## src/rtl/tox_pkg.sv

```systemverilog
// ----------------------------------------------------------------------------
// tox_pkg
// Shared types and constants of the terminal output expander.
// ----------------------------------------------------------------------------
package tox_pkg;

   localparam int CHAR_W = 8;
   localparam int COL_W  = 16;
   localparam int MAX_OUT = 8;
   localparam int CNT_W  = $clog2(MAX_OUT + 1);
   localparam int COL_MAX_VAL = (1 << COL_W) - 1;
   localparam logic [COL_W-1:0] COL_MAX = COL_W'(COL_MAX_VAL);

   // Control characters
   localparam logic [CHAR_W-1:0] CH_BS    = 8'h08;
   localparam logic [CHAR_W-1:0] CH_TAB   = 8'h09;
   localparam logic [CHAR_W-1:0] CH_LF    = 8'h0A;
   localparam logic [CHAR_W-1:0] CH_CR    = 8'h0D;
   localparam logic [CHAR_W-1:0] CH_SPACE = 8'h20;

   // Register map
   typedef enum logic [0:0] {
      CSR_MAP_NEWLINE = 1'b0,
      CSR_EXPAND_TABS = 1'b1
   } csr_index_type;

   // Controller to datapath
   typedef struct packed {
      logic load;   // latch the accepted item and update the column
      logic push;   // move the next byte into the output register
   } cmd_type;

   // Datapath to controller
   typedef struct packed {
      logic slot_free;  // output register empty or being taken
      logic last;       // the byte to push is the final one of the item
   } status_type;

endpackage

```

## src/rtl/tox_ctrl.sv

```systemverilog
// ----------------------------------------------------------------------------
// tox_ctrl
// Sequencer: accepts one item, then steps its bytes into the output register.
// ----------------------------------------------------------------------------
module tox_ctrl (
   input  logic                clock,
   input  logic                reset,
   input  logic                req_tvalid,
   output logic                req_tready,
   output tox_pkg::cmd_type    cmd,
   input  tox_pkg::status_type status
);
   import tox_pkg::*;

   typedef enum logic [0:0] {
      ST_IDLE,
      ST_EMIT
   } state_type;

   state_type state_ff;
   logic      ready_ff;

   // Decode commands
   always_comb begin
      cmd.load = req_tvalid && ready_ff;
      cmd.push = (state_ff == ST_EMIT) && status.slot_free;
   end

   assign req_tready = ready_ff;

   // Hold state and ready
   always_ff @(posedge clock) begin
      if (reset) begin
         state_ff <= ST_IDLE;
         ready_ff <= 1'b1;
      end else begin
         unique case (state_ff)
            ST_IDLE: begin
               if (cmd.load) begin
                  state_ff <= ST_EMIT;
                  ready_ff <= 1'b0;
               end
            end
            ST_EMIT: begin
               if (cmd.push && status.last) begin
                  state_ff <= ST_IDLE;
                  ready_ff <= 1'b1;
               end
            end
            default: begin
               state_ff <= ST_IDLE;
               ready_ff <= 1'b1;
            end
         endcase
      end
   end

endmodule

```

## src/rtl/tox_datapath.sv

```systemverilog
// ----------------------------------------------------------------------------
// tox_datapath
// Column tracking, byte sequence registers, settings and output register.
// ----------------------------------------------------------------------------
module tox_datapath #(
   parameter int TAB_WIDTH = 8
) (
   input  logic                        clock,
   input  logic                        reset,
   input  logic                        csr_we,
   input  tox_pkg::csr_index_type      csr_index,
   input  logic                        csr_wdata,
   input  logic [tox_pkg::CHAR_W-1:0]  char_in,
   input  tox_pkg::cmd_type            cmd,
   output tox_pkg::status_type         status,
   output logic                        rsp_tvalid,
   input  logic                        rsp_tready,
   output logic [tox_pkg::CHAR_W-1:0]  rsp_tdata,
   output logic                        rsp_tlast
);
   import tox_pkg::*;

   localparam int PW = $clog2(TAB_WIDTH);
   localparam int DW = $clog2(TAB_WIDTH + 1);
   localparam logic [PW-1:0] PHASE_TOP = PW'(TAB_WIDTH - 1);
   localparam logic [PW-1:0] SAT_PHASE = PW'(COL_MAX_VAL % TAB_WIDTH);

   logic             map_newline_ff;
   logic             expand_tabs_ff;
   logic [COL_W-1:0] column_ff, column_in;
   logic [PW-1:0]    phase_ff, phase_in;      // column modulo TAB_WIDTH
   logic [CHAR_W-1:0] ch_first_ff, ch_first_in;
   logic [CHAR_W-1:0] ch_rest_ff, ch_rest_in;
   logic [CNT_W-1:0] remain_ff, remain_in;
   logic             first_ff;
   logic             out_valid_ff;
   logic [CHAR_W-1:0] out_char_ff;
   logic             out_last_ff;

   logic [DW-1:0]    tab_dist;
   logic [COL_W:0]   tab_sum;
   logic [COL_W-1:0] col_inc;
   logic [PW-1:0]    phase_inc;

   // Settings registers
   always_ff @(posedge clock) begin
      if (reset) begin
         map_newline_ff <= 1'b0;
         expand_tabs_ff <= 1'b0;
      end else if (csr_we) begin
         unique case (csr_index)
            CSR_MAP_NEWLINE: map_newline_ff <= csr_wdata;
            CSR_EXPAND_TABS: expand_tabs_ff <= csr_wdata;
            default: ;
         endcase
      end
   end

   // Advance helpers
   always_comb begin
      tab_dist  = DW'(TAB_WIDTH) - DW'(phase_ff);
      tab_sum   = {1'b0, column_ff} + (COL_W + 1)'(tab_dist);
      col_inc   = (column_ff == COL_MAX) ? COL_MAX : column_ff + COL_W'(1);
      phase_inc = (column_ff == COL_MAX) ? phase_ff :
                  (phase_ff == PHASE_TOP) ? '0 : phase_ff + PW'(1);
   end

   // Decode the accepted character
   always_comb begin
      column_in   = column_ff;
      phase_in    = phase_ff;
      ch_first_in = char_in;
      ch_rest_in  = char_in;
      remain_in   = CNT_W'(1);
      case (char_in)
         CH_BS: begin
            if (column_ff != '0) begin
               column_in = column_ff - COL_W'(1);
               phase_in  = (phase_ff == '0) ? PHASE_TOP : phase_ff - PW'(1);
            end
         end
         CH_CR: begin
            column_in = '0;
            phase_in  = '0;
         end
         CH_LF: begin
            if (map_newline_ff) begin
               ch_first_in = CH_CR;
               remain_in   = CNT_W'(2);
               column_in   = '0;
               phase_in    = '0;
            end else begin
               column_in = col_inc;
               phase_in  = phase_inc;
            end
         end
         CH_TAB: begin
            if (expand_tabs_ff) begin
               ch_first_in = CH_SPACE;
               ch_rest_in  = CH_SPACE;
               remain_in   = (32'(tab_dist) > 32'(MAX_OUT)) ? CNT_W'(MAX_OUT) :
                             CNT_W'(tab_dist);
            end
            if (tab_sum > (COL_W + 1)'(COL_MAX_VAL)) begin
               column_in = COL_MAX;
               phase_in  = SAT_PHASE;
            end else begin
               column_in = tab_sum[COL_W-1:0];
               phase_in  = '0;
            end
         end
         default: begin
            column_in = col_inc;
            phase_in  = phase_inc;
         end
      endcase
   end

   // Column state
   always_ff @(posedge clock) begin
      if (reset) begin
         column_ff <= '0;
         phase_ff  <= '0;
      end else if (cmd.load) begin
         column_ff <= column_in;
         phase_ff  <= phase_in;
      end
   end

   // Byte sequence: load on accept, count down per pushed byte
   always_ff @(posedge clock) begin
      if (cmd.load) begin
         ch_first_ff <= ch_first_in;
         ch_rest_ff  <= ch_rest_in;
         remain_ff   <= remain_in;
         first_ff    <= 1'b1;
      end else if (cmd.push) begin
         remain_ff <= remain_ff - CNT_W'(1);
         first_ff  <= 1'b0;
      end
   end

   // Output register
   always_ff @(posedge clock) begin
      if (reset) begin
         out_valid_ff <= 1'b0;
      end else if (cmd.push) begin
         out_valid_ff <= 1'b1;
      end else if (rsp_tready) begin
         out_valid_ff <= 1'b0;
      end
   end

   always_ff @(posedge clock) begin
      if (cmd.push) begin
         out_char_ff <= first_ff ? ch_first_ff : ch_rest_ff;
         out_last_ff <= (remain_ff == CNT_W'(1));
      end
   end

   always_comb begin
      status.slot_free = !out_valid_ff || rsp_tready;
      status.last      = (remain_ff == CNT_W'(1));
   end

   assign rsp_tvalid = out_valid_ff;
   assign rsp_tdata  = out_char_ff;
   assign rsp_tlast  = out_last_ff;

endmodule

```

## src/rtl/tty_output_expander.sv

```systemverilog
// ----------------------------------------------------------------------------
// tty_output_expander
// Terminal output post-processor: tab expansion and newline mapping.
// ----------------------------------------------------------------------------
// Usage:
//   req_ stream carries one raw character per item. rsp_ stream carries the
//   bytes to send, one per item, with tlast on the final byte caused by each
//   input character. The csr_ port sets map_newline (index 0) and
//   expand_tabs (index 1); write it only while the block is idle.
//   An input character is accepted first, and the single byte sequencer
//   then pushes its output bytes into the output register one by one
//   (one for plain characters, two for a mapped line feed, up to eight for
//   an expanded tab), each waiting while the output register holds a byte.
//   req_tready drops after an accept and rises again as the last byte
//   enters the output register, so the next character is taken while that
//   byte still waits.
//   When the receiver stalls, the output register holds its byte and the
//   sequencer waits. Reset clears the column, both settings, the output
//   register and returns the sequencer to accepting input.
// ----------------------------------------------------------------------------
module tty_output_expander #(
   parameter int TAB_WIDTH = 8
) (
   input  logic                       clock,
   input  logic                       reset,
   input  logic                       csr_we,
   input  tox_pkg::csr_index_type     csr_index,
   input  logic                       csr_wdata,
   input  logic                       req_tvalid,
   output logic                       req_tready,
   input  logic [tox_pkg::CHAR_W-1:0] req_tdata,   // [7:0] char_in
   output logic                       rsp_tvalid,
   input  logic                       rsp_tready,
   output logic [tox_pkg::CHAR_W-1:0] rsp_tdata,   // [7:0] char_out
   output logic                       rsp_tlast
);
   import tox_pkg::*;

   cmd_type    cmd;
   status_type status;

   // Sequencer
   tox_ctrl u_ctrl (
      .clock      (clock),
      .reset      (reset),
      .req_tvalid (req_tvalid),
      .req_tready (req_tready),
      .cmd        (cmd),
      .status     (status)
   );

   // Column and byte datapath
   tox_datapath #(
      .TAB_WIDTH (TAB_WIDTH)
   ) u_datapath (
      .clock      (clock),
      .reset      (reset),
      .csr_we     (csr_we),
      .csr_index  (csr_index),
      .csr_wdata  (csr_wdata),
      .char_in    (req_tdata),
      .cmd        (cmd),
      .status     (status),
      .rsp_tvalid (rsp_tvalid),
      .rsp_tready (rsp_tready),
      .rsp_tdata  (rsp_tdata),
      .rsp_tlast  (rsp_tlast)
   );

endmodule

```

## config.mk

```make
export PLATFORM = sky130hd
export DESIGN_NAME = tty_output_expander
export DESIGN_NICKNAME = d
export VERILOG_FILES = /design/src/rtl/tox_pkg.sv /design/src/rtl/tox_ctrl.sv /design/src/rtl/tox_datapath.sv /design/src/rtl/tty_output_expander.sv
export SDC_FILE = /design/constraint.sdc
export NUM_CORES = 1
export LEC_CHECK = 0
export BUFFER_PORTS_ARGS = -buffer_cell sky130_fd_sc_hd__buf_4
export CORE_MARGIN = 1.5
export CORE_UTILIZATION = 45
export DETAILED_ROUTE_END_ITERATION = 8
export SLEW_MARGIN = 5
export SYNTH_ARGS = -nofsm -noshare
export SYNTH_HDL_FRONTEND = slang
export SYNTH_SLANG_ARGS = --single-unit
```

## constraint.sdc

```tcl
create_clock -name clock -period 3.53 [get_ports clock]
set_clock_uncertainty 0.1 [all_clocks]
set_input_delay 0.706 -clock clock [delete_from_list [all_inputs] [get_ports clock]]
set_output_delay 0.706 -clock clock [all_outputs]
set_load 0.05 [all_outputs]
```

==> qor.yml <==
logic_synthesis:
  seq_area_frac_synth: 0.3567
  ys_warn_count: 0
  netlist.area_leader.share: 0.2265
  synth_flop_cell: "edfxtp_1"
  netlist_area_um2: 3845
  yosys_register_bits: 54
  synthCells: 447
  synth_cell_types: 64
  syn_avg_cell_area_um2: 8.602
  synthTopCellsByArea: "edfxtp_1 23%, dfxtp_1 13%, a21oi_1 4.3%"
  synth_edf_count: 29
  synth_top_area_cell: "edfxtp_1"
  post-synth-top-count-cell: "nand2_1"
  synth_commonest_cells: "38 x nand2_1, 33 x a21oi_1, 29 x edfxtp_1"
  async_reset_ff_frac: 0
  syn_nets: 476
power:
  peakVddDrop_uv: 167.1
  combPwrFrac: 0.266
  p_switching_mw: 0.5551
  pwr-share-clk: 0.249
  internal_power_mw: 1.041
  sw_frac_of_total: 0.3479
  p_seq_frac: 0.485
  leakage_nw: 1.471
  p_per_area_nw_per_um2: 384.1
setup_path:
  critPathMaxFanout: 10
  crit_end: "u_datapath.column_ff[11]"
  critPathRequiredTime_ps: 3650
  startpoint: "u_datapath.phase_ff[0]"
  critPathKind: "flop to flop"
  cp_common_cell: "ha_1"
  cp_slowest_cell: "dfxtp_1"
  cp_cell_sequence: "inv_1, ha_1, ha_1, ha_1, a21o_1, a21o_1, and3_1, nand2b_1, a2111oi_0, a211oi_1"
  critPathLaunchType: "flop"
  worstRegToRegCells: 10
  worstPathArrival_ps: 3360
  r2r-start: "u_datapath.phase_ff[0]"
  critPathCaptureType: "flop"
  reg2reg_to: "u_datapath.column_ff[11]"
  reg2reg_slack_ps: 290
  critPathMaxStageDelay_ps: 440
die:
  die_h_um: 95.44
  core_um2: 8258
  start_util: 0.4656
  ios: 26
  die-width_um: 95.44
  dieArea_um2: 9108
  row_count: 33
detailed_routing:
  dr.pass1.iters: 5
  wl_per_cell_um: 19.10
  drt-total-wl_mm: 10.64
  first_iter_violations: 273
  drc: 0
  vias_per_cell: 6.260
  vias: 3487
  postRouteAntennaNets: 0
sta:
  finalSetupViolCount: 0
  maxSlewViolCount: 0
  fin_setup_tns_ps: 0
  worst_slack_ps: 290.3
  rsz0062_at_grt: "no"
  whs_ps: 385.3
  worst_slew_pin_slew_ps: 725.4
  hold_violations: 0
  slew_headroom: 0.5159
  fmax_mhz: 308.7
  finalCritPeriodShare: 0.9178
  finalCriticalPeriod_ps: 3240
global_routing:
  grt_pass1_wl_mm: 17.26
  grt_max_degree: 26
  grt_pass1_vias: 3291
  grt_overflow: 0
  antenna_found_initial: 0
  grt_usage: 0.2477
cells_and_area:
  antenna_cells: 0
  syn2layout_area_growth_pct: 8.038
  nFillCells: 800
  final_cell_area_um2: 4154
  nNetsFinal: 480
  fin_util: 0.5030
  drive_above_1_share: 0.1571
cts:
  numCtsBuffers: 5
  htree_levels: 2
  clk_latency_ps: 330
  cts_root_buf: "clkbuf_8"
  cts_tree: "done"
  clock_sinks: 54
  clk_pin_slew_ps: 120
  ctsHoldBuffers: 0
  clk_path_buf_depth: 2
worst_hold_path:
  hold_path_depth: 2
  hold_class: "flop to flop"
place:
  port_buffers: 25
  pre_cts_ws_ps: 255.0
  gp_congestion: 0.9002
  post-dp-hpwl_mm: 7.429
  place_area_um2: 4053
run_status:
  outcome: "complete, no violations"
run:
  drv_cap: 0
[final cells by class]
| class | instances | area [µm²] | share of cell area |
|---|---|---|---|
| clock inverters | 3 | 28.78 | 0.006928 |
| multi-input cells | 330 | 2182 | 0.5253 |
| repair buffers | 39 | 292.8 | 0.07048 |
| clock buffers | 5 | 68.82 | 0.01657 |
| inverters | 21 | 78.83 | 0.01898 |
| flip-flops and latches | 54 | 1371 | 0.3301 |
| well taps | 105 | 131.4 | 0.03163 |
[critical path: cells and delay by family, from the launching register on]
family	cells	cell delay [ps]
AND/OR/NAND/NOR	2	550
adder cells (fa/ha/maj)	3	970
flip-flops	1	440
buffers and inverters	1	140
AO/OA/AOI/OAI	4	940
[flip-flops by register name (all words and copies together), names as in the netlist]
signal	flops
u_datapath.remain_ff	4
u_datapath.expand_tabs_ff	1
u_datapath.first_ff	1
u_ctrl.state_ff	1
u_datapath.rsp_tlast	1
u_datapath.column_ff	16
u_datapath.rsp_tvalid	1
u_datapath.map_newline_ff	1
u_ctrl.req_tready	1
u_datapath.ch_rest_ff	8
u_datapath.ch_first_ff	8
u_datapath.phase_ff	3
u_datapath.rsp_tdata	8
[power by group through the flow]
stage / logic (mW) / registers [mW] / clock network [mW]
finish: 0.425 / 0.774 / 0.397
global placement: 0.415 / 0.787 / 0
CTS: 0.421 / 0.774 / 0.401
floorplan: 0.287 / 0.807 / 0
detailed placement: 0.418 / 0.789 / 0
global route: 0.469 / 0.782 / 0.428
[timing repair]
action | in CTS | in global routing
setup endpoints to repair | 0 | 1
gates resized for setup | 0 | 1
setup buffers | 0 | 0
[placed cells by master (no fill, tap or decap), drive strengths merged, types with 4 or more instances in the layout]
master | Yosys | final
nand2 | 38 | 38
and2 | 4 | 4
a41oi | 4 | 4
ha | 13 | 13
mux2 | 8 | 8
inv | 21 | 22
xnor2 | 9 | 9
buf | 17 | 39
nor4 | 10 | 10
a31oi | 7 | 7
dfxtp | 25 | 25
o21ai | 22 | 22
clkbuf | 23 | 5
o31a | 4 | 4
nor2 | 27 | 27
a211oi | 12 | 12
xor2 | 7 | 7
nand3 | 10 | 10
o22ai | 7 | 7
o31ai | 5 | 5
or4 | 5 | 5
nor3 | 17 | 17
nand4 | 9 | 9
nand2b | 10 | 10
a21o | 5 | 5
a21oi | 33 | 33
or2 | 4 | 4
or3 | 7 | 7
mux2i | 4 | 4
edfxtp | 29 | 29
[cells by family (layout without fill, tap and decap cells)]
kind of cell / Yosys count / in the layout / share of synthesized area
AOI/OAI and AO/OA: 133 / 133 / 0.2350
xor gates and xnor gates: 16 / 16 / 0.03645
adders and majority gates: 14 / 14 / 0.04751
buffers and inverters: 63 / 68 / 0.07679
DFF: 54 / 54 / 0.3567
muxes: 12 / 12 / 0.03384
and+or+nand+nor: 155 / 155 / 0.2138
[routing by layer]
layer / wire length [µm] / up-vias / GRT usage
met5: 0 / - / 0
met4: 282 / 0 / 0.08946
met3: 784 / 27 / 0.04785
met2: 4934 / 141 / 0.4072
met1: 4637 / 1641 / 0.3223
li1: - / 1678 / -
[how the worst min path moves through the flow]
stage	start	endpoint	slack [ps]
6_report	u_ctrl.state_ff	u_datapath.rsp_tvalid	390
5_1_grt	u_ctrl.req_tready	u_ctrl.req_tready	410
4_1_cts	u_ctrl.state_ff	u_datapath.rsp_tvalid	390
3_5_place_dp	u_ctrl.state_ff	u_datapath.rsp_tvalid	370
3_3_place_gp	u_ctrl.req_tready	u_ctrl.req_tready	370
2_1_floorplan	u_ctrl.state_ff	u_datapath.rsp_tvalid	350
[metrics by stage]
stage,instances,total power [mW]
CTS,557,1.597
finish,557,1.596
global placement,549,1.202
global route,557,1.678
floorplan,447,1.094
detailed placement,549,1.206
(Power assumes the default switching activity.)
